## src/ace_pkg.sv

```systemverilog
package ace_pkg;

    localparam logic [31:0] LIFETIME_RST = 32'd300;

    typedef enum logic [1:0] {
        KIND_LOOKUP = 2'd0,
        KIND_ADD    = 2'd1,
        KIND_READ   = 2'd2,
        KIND_NOP    = 2'd3
    } t_kind;

    typedef enum logic [2:0] {
        ST_IDLE,
        ST_SCAN,
        ST_DRAIN,
        ST_FETCH,
        ST_FINISH
    } t_state;

    typedef struct packed {
        logic [1:0]  iface;
        logic [31:0] ip;
        logic [47:0] mac;
        logic [31:0] expiry;
    } t_entry;

    typedef struct packed {
        logic load_item;
        logic scan_rd;
        logic finish;
    } t_cmd;

    typedef struct packed {
        logic scan_last;
        logic out_free;
    } t_sts;

endpackage

```

## src/ace_ram.sv

```systemverilog
module ace_ram #(
    parameter int WIDTH = 114,
    parameter int DEPTH = 16
) (
    input  logic                     i_clk,
    input  logic                     i_we,
    input  logic [$clog2(DEPTH)-1:0] i_waddr,
    input  logic [WIDTH-1:0]         i_wdata,
    input  logic [$clog2(DEPTH)-1:0] i_raddr,
    output logic [WIDTH-1:0]         o_rdata
);

    logic [WIDTH-1:0] r_mem [DEPTH];
    logic [WIDTH-1:0] r_rdata;

    always_ff @(posedge i_clk) begin
        if (i_we) begin
            r_mem[i_waddr] <= i_wdata;
        end
        r_rdata <= r_mem[i_raddr];
    end

    assign o_rdata = r_rdata;

endmodule

```

## src/ace_ctrl.sv

```systemverilog
module ace_ctrl (
    input  logic          i_clk,
    input  logic          i_rst_n,
    input  logic          i_in_valid,
    output logic          o_in_stall,
    input  ace_pkg::t_sts i_sts,
    output ace_pkg::t_cmd o_cmd
);

    ace_pkg::t_state r_state;
    ace_pkg::t_state n_state;

    always_ff @(posedge i_clk) begin
        if (!i_rst_n) begin
            r_state <= ace_pkg::ST_IDLE;
        end else begin
            r_state <= n_state;
        end
    end

    always_comb begin
        n_state = r_state;
        unique case (r_state)
            ace_pkg::ST_IDLE: begin
                if (i_in_valid) begin
                    n_state = ace_pkg::ST_SCAN;
                end
            end
            ace_pkg::ST_SCAN: begin
                if (i_sts.scan_last) begin
                    n_state = ace_pkg::ST_DRAIN;
                end
            end
            ace_pkg::ST_DRAIN: begin
                n_state = ace_pkg::ST_FETCH;
            end
            ace_pkg::ST_FETCH: begin
                n_state = ace_pkg::ST_FINISH;
            end
            ace_pkg::ST_FINISH: begin
                if (i_sts.out_free) begin
                    n_state = ace_pkg::ST_IDLE;
                end
            end
            default: begin
                n_state = ace_pkg::ST_IDLE;
            end
        endcase
    end

    always_comb begin
        o_cmd      = '0;
        o_in_stall = 1'b1;
        unique case (r_state)
            ace_pkg::ST_IDLE: begin
                o_in_stall      = 1'b0;
                o_cmd.load_item = i_in_valid;
            end
            ace_pkg::ST_SCAN: begin
                o_cmd.scan_rd = 1'b1;
            end
            ace_pkg::ST_FINISH: begin
                o_cmd.finish = i_sts.out_free;
            end
            default: begin
                o_cmd = '0;
            end
        endcase
    end

endmodule

```

## src/ace_dp.sv

```systemverilog
module ace_dp #(
    parameter int ENTRIES = 16
) (
    input  logic          i_clk,
    input  logic          i_rst_n,
    input  ace_pkg::t_cmd i_cmd,
    output ace_pkg::t_sts o_sts,
    input  logic          i_cfg_wr_en,
    input  logic [31:0]   i_cfg_wr_data,
    input  logic [1:0]    i_kind,
    input  logic [1:0]    i_iface_id,
    input  logic [31:0]   i_ip_addr,
    input  logic [47:0]   i_mac_addr,
    input  logic [31:0]   i_now_time,
    input  logic [3:0]    i_entry_index,
    output logic          o_res_valid,
    input  logic          i_res_stall,
    output logic          o_hit,
    output logic [3:0]    o_slot,
    output logic          o_out_valid,
    output logic [1:0]    o_out_iface,
    output logic [31:0]   o_out_ip,
    output logic [47:0]   o_out_mac,
    output logic [31:0]   o_out_expiry
);

    localparam int IDX_W = $clog2(ENTRIES);
    localparam int ENT_W = $bits(ace_pkg::t_entry);

    // item registers
    ace_pkg::t_kind r_kind;
    logic [1:0]     r_iface;
    logic [31:0]    r_ip;
    logic [47:0]    r_mac;
    logic [31:0]    r_now;
    logic [3:0]     r_idx;
    logic [31:0]    r_life;
    logic [31:0]    r_new_exp;
    logic [31:0]    n_new_exp;
    logic [32:0]    w_exp_sum;

    // scan state
    logic [IDX_W-1:0] r_cnt;
    logic             r_rd_vld;
    logic [IDX_W-1:0] r_rd_idx;
    logic             r_match_found;
    logic [IDX_W-1:0] r_match_idx;
    logic             r_free_found;
    logic [IDX_W-1:0] r_free_idx;
    logic [31:0]      r_min_exp;
    logic [IDX_W-1:0] r_min_idx;
    logic [ENTRIES-1:0] r_used;

    ace_pkg::t_entry  w_rdata;
    ace_pkg::t_entry  w_wdata;
    logic [ENT_W-1:0] w_rdata_raw;
    logic             w_rd_used;
    logic             w_live;
    logic             w_key;
    logic [31:0]      w_rd_exp;

    logic [IDX_W+3:0] w_idx_ext;
    logic [IDX_W-1:0] w_idx_addr;
    logic             w_idx_ok;
    logic [IDX_W-1:0] w_tgt;
    logic [IDX_W+3:0] w_tgt_ext;
    logic [3:0]       w_tgt_slot;
    logic             w_tgt_used;
    logic [IDX_W-1:0] w_raddr;
    logic             w_we;

    // result
    logic        n_hit;
    logic [3:0]  n_slot;
    logic        n_valid;
    logic [1:0]  n_iface;
    logic [31:0] n_ip;
    logic [47:0] n_mac;
    logic [31:0] n_exp;

    logic        r_res_vld;
    logic        r_hit;
    logic [3:0]  r_slot;
    logic        r_valid;
    logic [1:0]  r_oiface;
    logic [31:0] r_oip;
    logic [47:0] r_omac;
    logic [31:0] r_oexp;

    assign w_exp_sum = {1'b0, r_now} + {1'b0, r_life};
    assign n_new_exp = w_exp_sum[32] ? '1 : w_exp_sum[31:0];

    always_ff @(posedge i_clk) begin
        if (i_cmd.load_item) begin
            r_kind  <= ace_pkg::t_kind'(i_kind);
            r_iface <= i_iface_id;
            r_ip    <= i_ip_addr;
            r_mac   <= i_mac_addr;
            r_now   <= i_now_time;
            r_idx   <= i_entry_index;
        end
        r_new_exp <= n_new_exp;
    end

    always_ff @(posedge i_clk) begin
        if (!i_rst_n) begin
            r_life <= ace_pkg::LIFETIME_RST;
        end else if (i_cfg_wr_en) begin
            r_life <= i_cfg_wr_data;
        end
    end

    assign w_rdata   = ace_pkg::t_entry'(w_rdata_raw);
    assign w_rd_used = r_used[r_rd_idx];
    assign w_live    = w_rd_used && (w_rdata.expiry > r_now);
    assign w_key     = w_live && (w_rdata.iface == r_iface) && (w_rdata.ip == r_ip);
    assign w_rd_exp  = w_rd_used ? w_rdata.expiry : '0;

    always_ff @(posedge i_clk) begin
        if (!i_rst_n) begin
            r_cnt         <= '0;
            r_rd_vld      <= 1'b0;
            r_match_found <= 1'b0;
            r_free_found  <= 1'b0;
        end else begin
            r_rd_vld <= i_cmd.scan_rd;
            if (i_cmd.load_item) begin
                r_cnt         <= '0;
                r_match_found <= 1'b0;
                r_free_found  <= 1'b0;
            end else begin
                if (i_cmd.scan_rd) begin
                    r_cnt <= r_cnt + IDX_W'(1);
                end
                if (r_rd_vld && w_key) begin
                    r_match_found <= 1'b1;
                end
                if (r_rd_vld && !w_live) begin
                    r_free_found <= 1'b1;
                end
            end
        end
    end

    always_ff @(posedge i_clk) begin
        r_rd_idx <= r_cnt;
        if (r_rd_vld && w_key && !r_match_found) begin
            r_match_idx <= r_rd_idx;
        end
        if (r_rd_vld && !w_live && !r_free_found) begin
            r_free_idx <= r_rd_idx;
        end
        // oldest entry, first one wins on ties
        if (r_rd_vld && ((r_rd_idx == '0) || (w_rd_exp < r_min_exp))) begin
            r_min_exp <= w_rd_exp;
            r_min_idx <= r_rd_idx;
        end
    end

    assign o_sts.scan_last = (r_cnt == IDX_W'(ENTRIES - 1));
    assign o_sts.out_free  = !r_res_vld || !i_res_stall;

    assign w_idx_ext  = {{IDX_W{1'b0}}, r_idx};
    assign w_idx_addr = w_idx_ext[IDX_W-1:0];
    assign w_idx_ok   = ({5'd0, r_idx} < 9'(ENTRIES));

    always_comb begin
        unique case (r_kind)
            ace_pkg::KIND_LOOKUP: w_tgt = r_match_idx;
            ace_pkg::KIND_ADD: begin
                if (r_match_found) begin
                    w_tgt = r_match_idx;
                end else if (r_free_found) begin
                    w_tgt = r_free_idx;
                end else begin
                    w_tgt = r_min_idx;
                end
            end
            ace_pkg::KIND_READ:   w_tgt = w_idx_addr;
            ace_pkg::KIND_NOP:    w_tgt = '0;
            default:              w_tgt = '0;
        endcase
    end

    assign w_tgt_ext  = {4'd0, w_tgt};
    assign w_tgt_slot = w_tgt_ext[3:0];
    assign w_tgt_used = ((r_kind != ace_pkg::KIND_READ) || w_idx_ok) ? r_used[w_tgt] : 1'b0;
    assign w_raddr    = i_cmd.scan_rd ? r_cnt : w_tgt;

    always_comb begin
        n_hit   = 1'b0;
        n_slot  = '0;
        n_valid = 1'b0;
        n_iface = '0;
        n_ip    = '0;
        n_mac   = '0;
        n_exp   = '0;
        unique case (r_kind)
            ace_pkg::KIND_LOOKUP: begin
                if (r_match_found) begin
                    n_hit   = 1'b1;
                    n_slot  = w_tgt_slot;
                    n_valid = 1'b1;
                    n_iface = w_rdata.iface;
                    n_ip    = w_rdata.ip;
                    n_mac   = w_rdata.mac;
                    n_exp   = w_rdata.expiry;
                end
            end
            ace_pkg::KIND_ADD: begin
                n_slot  = w_tgt_slot;
                n_valid = 1'b1;
                n_exp   = r_new_exp;
                if (r_match_found) begin
                    n_hit   = 1'b1;
                    n_iface = w_rdata.iface;
                    n_ip    = w_rdata.ip;
                    n_mac   = w_rdata.mac;
                end else begin
                    n_iface = r_iface;
                    n_ip    = r_ip;
                    n_mac   = r_mac;
                end
            end
            ace_pkg::KIND_READ: begin
                n_slot = r_idx;
                if (w_tgt_used) begin
                    n_valid = 1'b1;
                    n_iface = w_rdata.iface;
                    n_ip    = w_rdata.ip;
                    n_mac   = w_rdata.mac;
                    n_exp   = w_rdata.expiry;
                end
            end
            ace_pkg::KIND_NOP: begin
                n_slot = '0;
            end
            default: begin
                n_slot = '0;
            end
        endcase
    end

    assign w_we           = i_cmd.finish && (r_kind == ace_pkg::KIND_ADD);
    assign w_wdata.iface  = n_iface;
    assign w_wdata.ip     = n_ip;
    assign w_wdata.mac    = n_mac;
    assign w_wdata.expiry = n_exp;

    always_ff @(posedge i_clk) begin
        if (!i_rst_n) begin
            r_used <= '0;
        end else if (w_we) begin
            r_used[w_tgt] <= 1'b1;
        end
    end

    ace_ram #(
        .WIDTH (ENT_W),
        .DEPTH (ENTRIES)
    ) u_ram (
        .i_clk   (i_clk),
        .i_we    (w_we),
        .i_waddr (w_tgt),
        .i_wdata (w_wdata),
        .i_raddr (w_raddr),
        .o_rdata (w_rdata_raw)
    );

    always_ff @(posedge i_clk) begin
        if (!i_rst_n) begin
            r_res_vld <= 1'b0;
        end else if (i_cmd.finish) begin
            r_res_vld <= 1'b1;
        end else if (!i_res_stall) begin
            r_res_vld <= 1'b0;
        end
    end

    always_ff @(posedge i_clk) begin
        if (i_cmd.finish) begin
            r_hit    <= n_hit;
            r_slot   <= n_slot;
            r_valid  <= n_valid;
            r_oiface <= n_iface;
            r_oip    <= n_ip;
            r_omac   <= n_mac;
            r_oexp   <= n_exp;
        end
    end

    assign o_res_valid  = r_res_vld;
    assign o_hit        = r_hit;
    assign o_slot       = r_slot;
    assign o_out_valid  = r_valid;
    assign o_out_iface  = r_oiface;
    assign o_out_ip     = r_oip;
    assign o_out_mac    = r_omac;
    assign o_out_expiry = r_oexp;

endmodule

```

## src/address_cache_with_expiry_top.sv

```systemverilog
// channel   direction  handshake                  payload
// request   in         i_in_valid / o_in_stall    i_kind .. i_entry_index
// result    out        o_res_valid / i_res_stall  o_hit .. o_out_expiry
// config    in         i_cfg_wr_en                i_cfg_wr_data (entry lifetime)
//
// one request runs a scan of the table through the single read port of the
// entry ram, one entry a cycle, then a read of the chosen entry and, for an
// add request, the write-back.
// synchronous active-low reset marks every entry invalid at once, no sweep.
// the result sits in an output register; a new request is taken while it
// waits, and only the final step, with the write-back of an add, holds until the result is taken.
module address_cache_with_expiry_top #(
    parameter int ENTRIES = 16
) (
    input  logic        i_clk,
    input  logic        i_rst_n,
    input  logic        i_cfg_wr_en,
    input  logic [31:0] i_cfg_wr_data,
    input  logic        i_in_valid,
    output logic        o_in_stall,
    input  logic [1:0]  i_kind,
    input  logic [1:0]  i_iface_id,
    input  logic [31:0] i_ip_addr,
    input  logic [47:0] i_mac_addr,
    input  logic [31:0] i_now_time,
    input  logic [3:0]  i_entry_index,
    output logic        o_res_valid,
    input  logic        i_res_stall,
    output logic        o_hit,
    output logic [3:0]  o_slot,
    output logic        o_out_valid,
    output logic [1:0]  o_out_iface,
    output logic [31:0] o_out_ip,
    output logic [47:0] o_out_mac,
    output logic [31:0] o_out_expiry
);

    ace_pkg::t_cmd w_cmd;
    ace_pkg::t_sts w_sts;

    ace_ctrl u_ctrl (
        .i_clk      (i_clk),
        .i_rst_n    (i_rst_n),
        .i_in_valid (i_in_valid),
        .o_in_stall (o_in_stall),
        .i_sts      (w_sts),
        .o_cmd      (w_cmd)
    );

    ace_dp #(
        .ENTRIES (ENTRIES)
    ) u_dp (
        .i_clk         (i_clk),
        .i_rst_n       (i_rst_n),
        .i_cmd         (w_cmd),
        .o_sts         (w_sts),
        .i_cfg_wr_en   (i_cfg_wr_en),
        .i_cfg_wr_data (i_cfg_wr_data),
        .i_kind        (i_kind),
        .i_iface_id    (i_iface_id),
        .i_ip_addr     (i_ip_addr),
        .i_mac_addr    (i_mac_addr),
        .i_now_time    (i_now_time),
        .i_entry_index (i_entry_index),
        .o_res_valid   (o_res_valid),
        .i_res_stall   (i_res_stall),
        .o_hit         (o_hit),
        .o_slot        (o_slot),
        .o_out_valid   (o_out_valid),
        .o_out_iface   (o_out_iface),
        .o_out_ip      (o_out_ip),
        .o_out_mac     (o_out_mac),
        .o_out_expiry  (o_out_expiry)
    );

    a_res_from_finish: assert property (@(posedge i_clk) disable iff (!i_rst_n)
        $rose(o_res_valid) |-> $past(w_cmd.finish))
        else $error("result appeared without a finished request");

    a_finish_needs_room: assert property (@(posedge i_clk) disable iff (!i_rst_n)
        w_cmd.finish |-> (!o_res_valid || !i_res_stall))
        else $error("result register overwritten while stalled");

    a_busy_after_transfer: assert property (@(posedge i_clk) disable iff (!i_rst_n)
        (i_in_valid && !o_in_stall) |=> (o_in_stall && w_cmd.scan_rd))
        else $error("scan did not start after request transfer");

    a_no_scan_when_idle: assert property (@(posedge i_clk) disable iff (!i_rst_n)
        !o_in_stall |-> (!w_cmd.scan_rd && !w_cmd.finish))
        else $error("datapath active while idle");

endmodule
```

## config.mk

```make
export PLATFORM = sky130hd
export DESIGN_NAME = address_cache_with_expiry_top
export DESIGN_NICKNAME = d
export VERILOG_FILES = /design/src/ace_pkg.sv /design/src/ace_ram.sv /design/src/ace_ctrl.sv /design/src/ace_dp.sv /design/src/address_cache_with_expiry_top.sv
export SDC_FILE = /design/constraint.sdc
export NUM_CORES = 2
export LEC_CHECK = 0
export BUFFER_PORTS_ARGS = -buffer_cell sky130_fd_sc_hd__buf_2
export CAP_MARGIN = 10
export CORE_ASPECT_RATIO = 0.5
export CORE_MARGIN = 8
export CORE_UTILIZATION = 50
export CTS_CLUSTER_DIAMETER = 60
export DETAILED_ROUTE_END_ITERATION = 8
export HOLD_SLACK_MARGIN = 0.15
export PLACE_DENSITY = 0.8
export SETUP_SLACK_MARGIN = 0.15
export SYNTH_ARGS = -nofsm -noshare
export SYNTH_HDL_FRONTEND = slang
export SYNTH_HIERARCHICAL = 1
export SYNTH_SLANG_ARGS = --single-unit
```

## constraint.sdc

```tcl
create_clock -name i_clk -period 11.75 [get_ports i_clk]
set_input_delay 1.175 -clock i_clk [delete_from_list [all_inputs] [get_ports i_clk]]
set_output_delay 1.175 -clock i_clk [all_outputs]
set_load 0.01 [all_outputs]
```

==> flow_metrics.tcl <==
set metrics [dict create \
    status "finished, final reports clean" \
    ant_nets 0 \
    avgRoutedWirePerCell_um 30.7 \
    clkSinkCount 2317 \
    final_nets 4795 \
    postCtsHoldBufs 0 \
    setup_viol 0 \
    switchingPower_mw 3.78 \
    layout-drive-gt1-share_pct 24.3 \
    synth-compound-area-share_pct 4.52 \
    slew_viol_final 0 \
    critPathMaxFanout 44 \
    rows 108 \
    die_height_um 312 \
    clkSlewWorstSetupHoldPaths_ns 0.07 \
    synth_seq_area_share_pct 77.1 \
    clkPwrFrac_pct 38.6 \
    fillers 11900 \
    gr-total-overflow 0 \
    hpwl_mm 106 \
    io_buffers 278 \
    vdd_ir_drop_max_mv 0.170 \
    drv_cap 0 \
    io_pins 279 \
    cp_slowest_cell "buf_4" \
    p_per_area_nw_per_um2 175 \
    netlist_area_sq_um 87500 \
    swShare_pct 22.1 \
    clock_path_buffers 3 \
    drc_errors 0 \
    layout_commonest_cell "edfxtp_1" \
    async_flop_share_pct 0 \
    yosysTopAreaCell "edfxtp_1" \
    place_ws_ns 5.91 \
    synth_edf_count 2108 \
    postCtsSetupRepairBufs 0 \
    viasPerCell 6.36 \
    synth_nets 4465 \
    grt_setup_unrepaired "false" \
    synth_top_family_by_area "multiplexers" \
    period_share_pct 44.9 \
    synth-simple-area-share_pct 2.33 \
    skew_ns 0.0337 \
    max_freq_ghz 0.190 \
    synth_area_per_cell_sq_um 20.8 \
    cpMostUsedCell "buf_4" \
    clkLatencyLatePin_ns 0.83 \
    crit_buf_inv 3 \
    slew_headroom_pct 16.0 \
    setup_tns_ns 0 \
    regArea_sq_um 67500 \
    yosysWarnings 6 \
    cts_resized 0 \
    cts_tree "done" \
    grt_pass1_wl_mm 313 \
    synth_xor_area_share_pct 0.581 \
    die_x_um 608 \
    worstPathRequired_ns 12.31 \
    setup_ws_ns 6.48 \
    grt_use_total_pct 22.2 \
    path_cells "and2b_1 > nand2_1 > o311a_1 > inv_1 > mux2_2 > mux4_2 > o21ai_4 > buf_4 > buf_4 > a22o_1" \
    hold_viol 0 \
    muxShareOfSynthArea_pct 12.5 \
    power_frac_seq_pct 54.1 \
    worstSetupStartpointType "flop" \
    cts_made_buffers 194 \
    htree_levels 4 \
    worst_pin_slew_ns 1.26 \
    crit_type "reg -> reg" \
    grt_max_degree 121 \
    min_path_type "reg -> reg" \
    place.gp.congestion 0.825 \
    synth_ff_type "edfxtp_1" \
    ys_types 71 \
    p_int_mw 13.4 \
    wirelength_mm 215 \
    start_util_pct 50.4 \
    grt_pass1_vias 46300 \
    arrival_ns 5.83 \
    clockRootBuffer "clkbuf_16" \
    syn-instance-count 4211 \
    synthAdderAreaFrac_pct 1.40 \
    diodes 0 \
    crit_path_end_kind "flop" \
    dr.pass1.iters 6 \
    power_leakage_nw 32.5 \
    vias 44600 \
    synth_top_area_share_pct 72.3 \
    pwr-share-comb_pct 7.3 \
    final.min_clock_period_ns 5.27 \
    drtIter0Drc 5937 \
    synthTopCellsByArea "edfxtp_1 72%, mux4_2 12%, dfxtp_1 4.8%" \
    syn2layout_area_growth_pct 12.1 \
    core-area_sq_um 174000 \
    antenna_found_initial 5 \
    die_area_sq_um 189000 \
    final_cell_mix "2108 x edfxtp_1, 462 x mux4_2, 278 x buf_2" \
    crit_family "buffers and inverters" \
    multi_input_area_sq_um 18900 \
    synth_seq_cells 2317 \
    max_stage_delay_ns 0.72 \
]
## state kept, by name, indices dropped and copies added (netlist names), 16 cells and up
name / flops
u_dp/u_ram/r_mem: 1824
u_dp/u_ram/o_rdata: 114
u_dp/o_out_mac: 48
u_dp/r_mac: 48
u_dp/o_out_expiry: 32
u_dp/o_out_ip: 32
u_dp/r_ip: 32
u_dp/r_life: 32
u_dp/r_min_exp: 32
u_dp/r_new_exp: 32
u_dp/r_now: 32
u_dp/r_used: 16
## routing by layer
layer | up-vias | track usage [%] | share of wire, % | wire length [um]
met4 | 2 | 9.30 | 4.2 | 9070
li1 | 18000 | - | - | -
met5 | - | 0 | 0.0060 | 13
met3 | 510 | 3.68 | 9.3 | 20000
met2 | 3036 | 38.1 | 51 | 109000
met1 | 23100 | 28.1 | 36 | 77100
## through the flow
stage	power [mW]	area [sq um]	utilization, %	instances	hold slack [ns]
after floorplan	10.3	87500	-	4211	0.367
after global placement	10.6	91600	52.7	6655	0.380
after detailed placement	10.7	91600	52.7	6655	0.386
after CTS	17.2	98100	56.5	7016	0.402
after global routing	17.6	98100	56.5	7016	0.419
final	17.1	98100	56.5	7016	0.406
## final timing paths
kind	start	end	slack (ns)	depth (start not counted)
min	u_dp/r_cnt[3]	u_dp/r_rd_idx[3]	0.41	0
max reg2reg	u_dp/r_kind[0]	u_dp/u_ram/r_mem[5][98]	6.48	10
max	u_dp/r_kind[0]	u_dp/u_ram/r_mem[5][98]	6.48	10
min reg2reg	u_dp/r_cnt[3]	u_dp/r_rd_idx[3]	0.41	0
## Yosys cell counts, drive strengths merged (3+ instances only)
cell and instances:
edfxtp 2108, mux4 462, a22oi 229, dfxtp 209
nand2 178, a22o 114, buf 110, ha 96
clkbuf 88, inv 77, nor2 62, mux2i 46
xnor2 44, nor2b 42, a21oi 40, and2 39
o21ai 35, a21o 32, o21a 29, nor3 20
nand4 17, xor2 14, nand3 13, nand2b 12
mux2 8, and3 7, a211oi 6, a21boi 6
a31oi 5, nand3b 5, or2 5, and4 4
nor4 4, or3 4, o31a 3, o31ai 3
## cell families (layout without fill, tap and decap cells)
kind of cell | count (synthesis) | count (layout)
muxes | 516 | 516
DFF | 2317 | 2317
xor gates and xnor gates | 58 | 58
adders and majority gates | 97 | 97
AOI/OAI and AO/OA | 526 | 526
buffers and inverters | 275 | 770
and+or+nand+nor | 422 | 422
## worst register-to-register path, delay by kind of cell (launching register included)
kind	cells	cell delay, ns
and+or+nand+nor	2	0.34
buffers and inverters	3	1.78
muxes	2	0.92
DFF	1	0.48
AOI/OAI and AO/OA	3	1.49
## area by class of cell
type,count,area share [%]
sequential,2317,68.8
multi-input combinational,1619,19.3
clock buffer,265,5.56
tap,2310,2.95
timing repair buffer,332,2.04
clock inverter,96,1.09
inverter,77,0.295
## power by group through the flow
stage / sequential, mW / clock (mW) / combinational (mW)
2_1_floorplan: 9.38 / 0 / 0.912
3_3_place_gp: 9.45 / 0 / 1.18
3_5_place_dp: 9.45 / 0 / 1.22
4_1_cts: 9.28 / 6.69 / 1.25
5_1_grt: 9.28 / 6.98 / 1.34
6_report: 9.28 / 6.62 / 1.25
No activity file was read; power rests on OpenSTA's default activity.
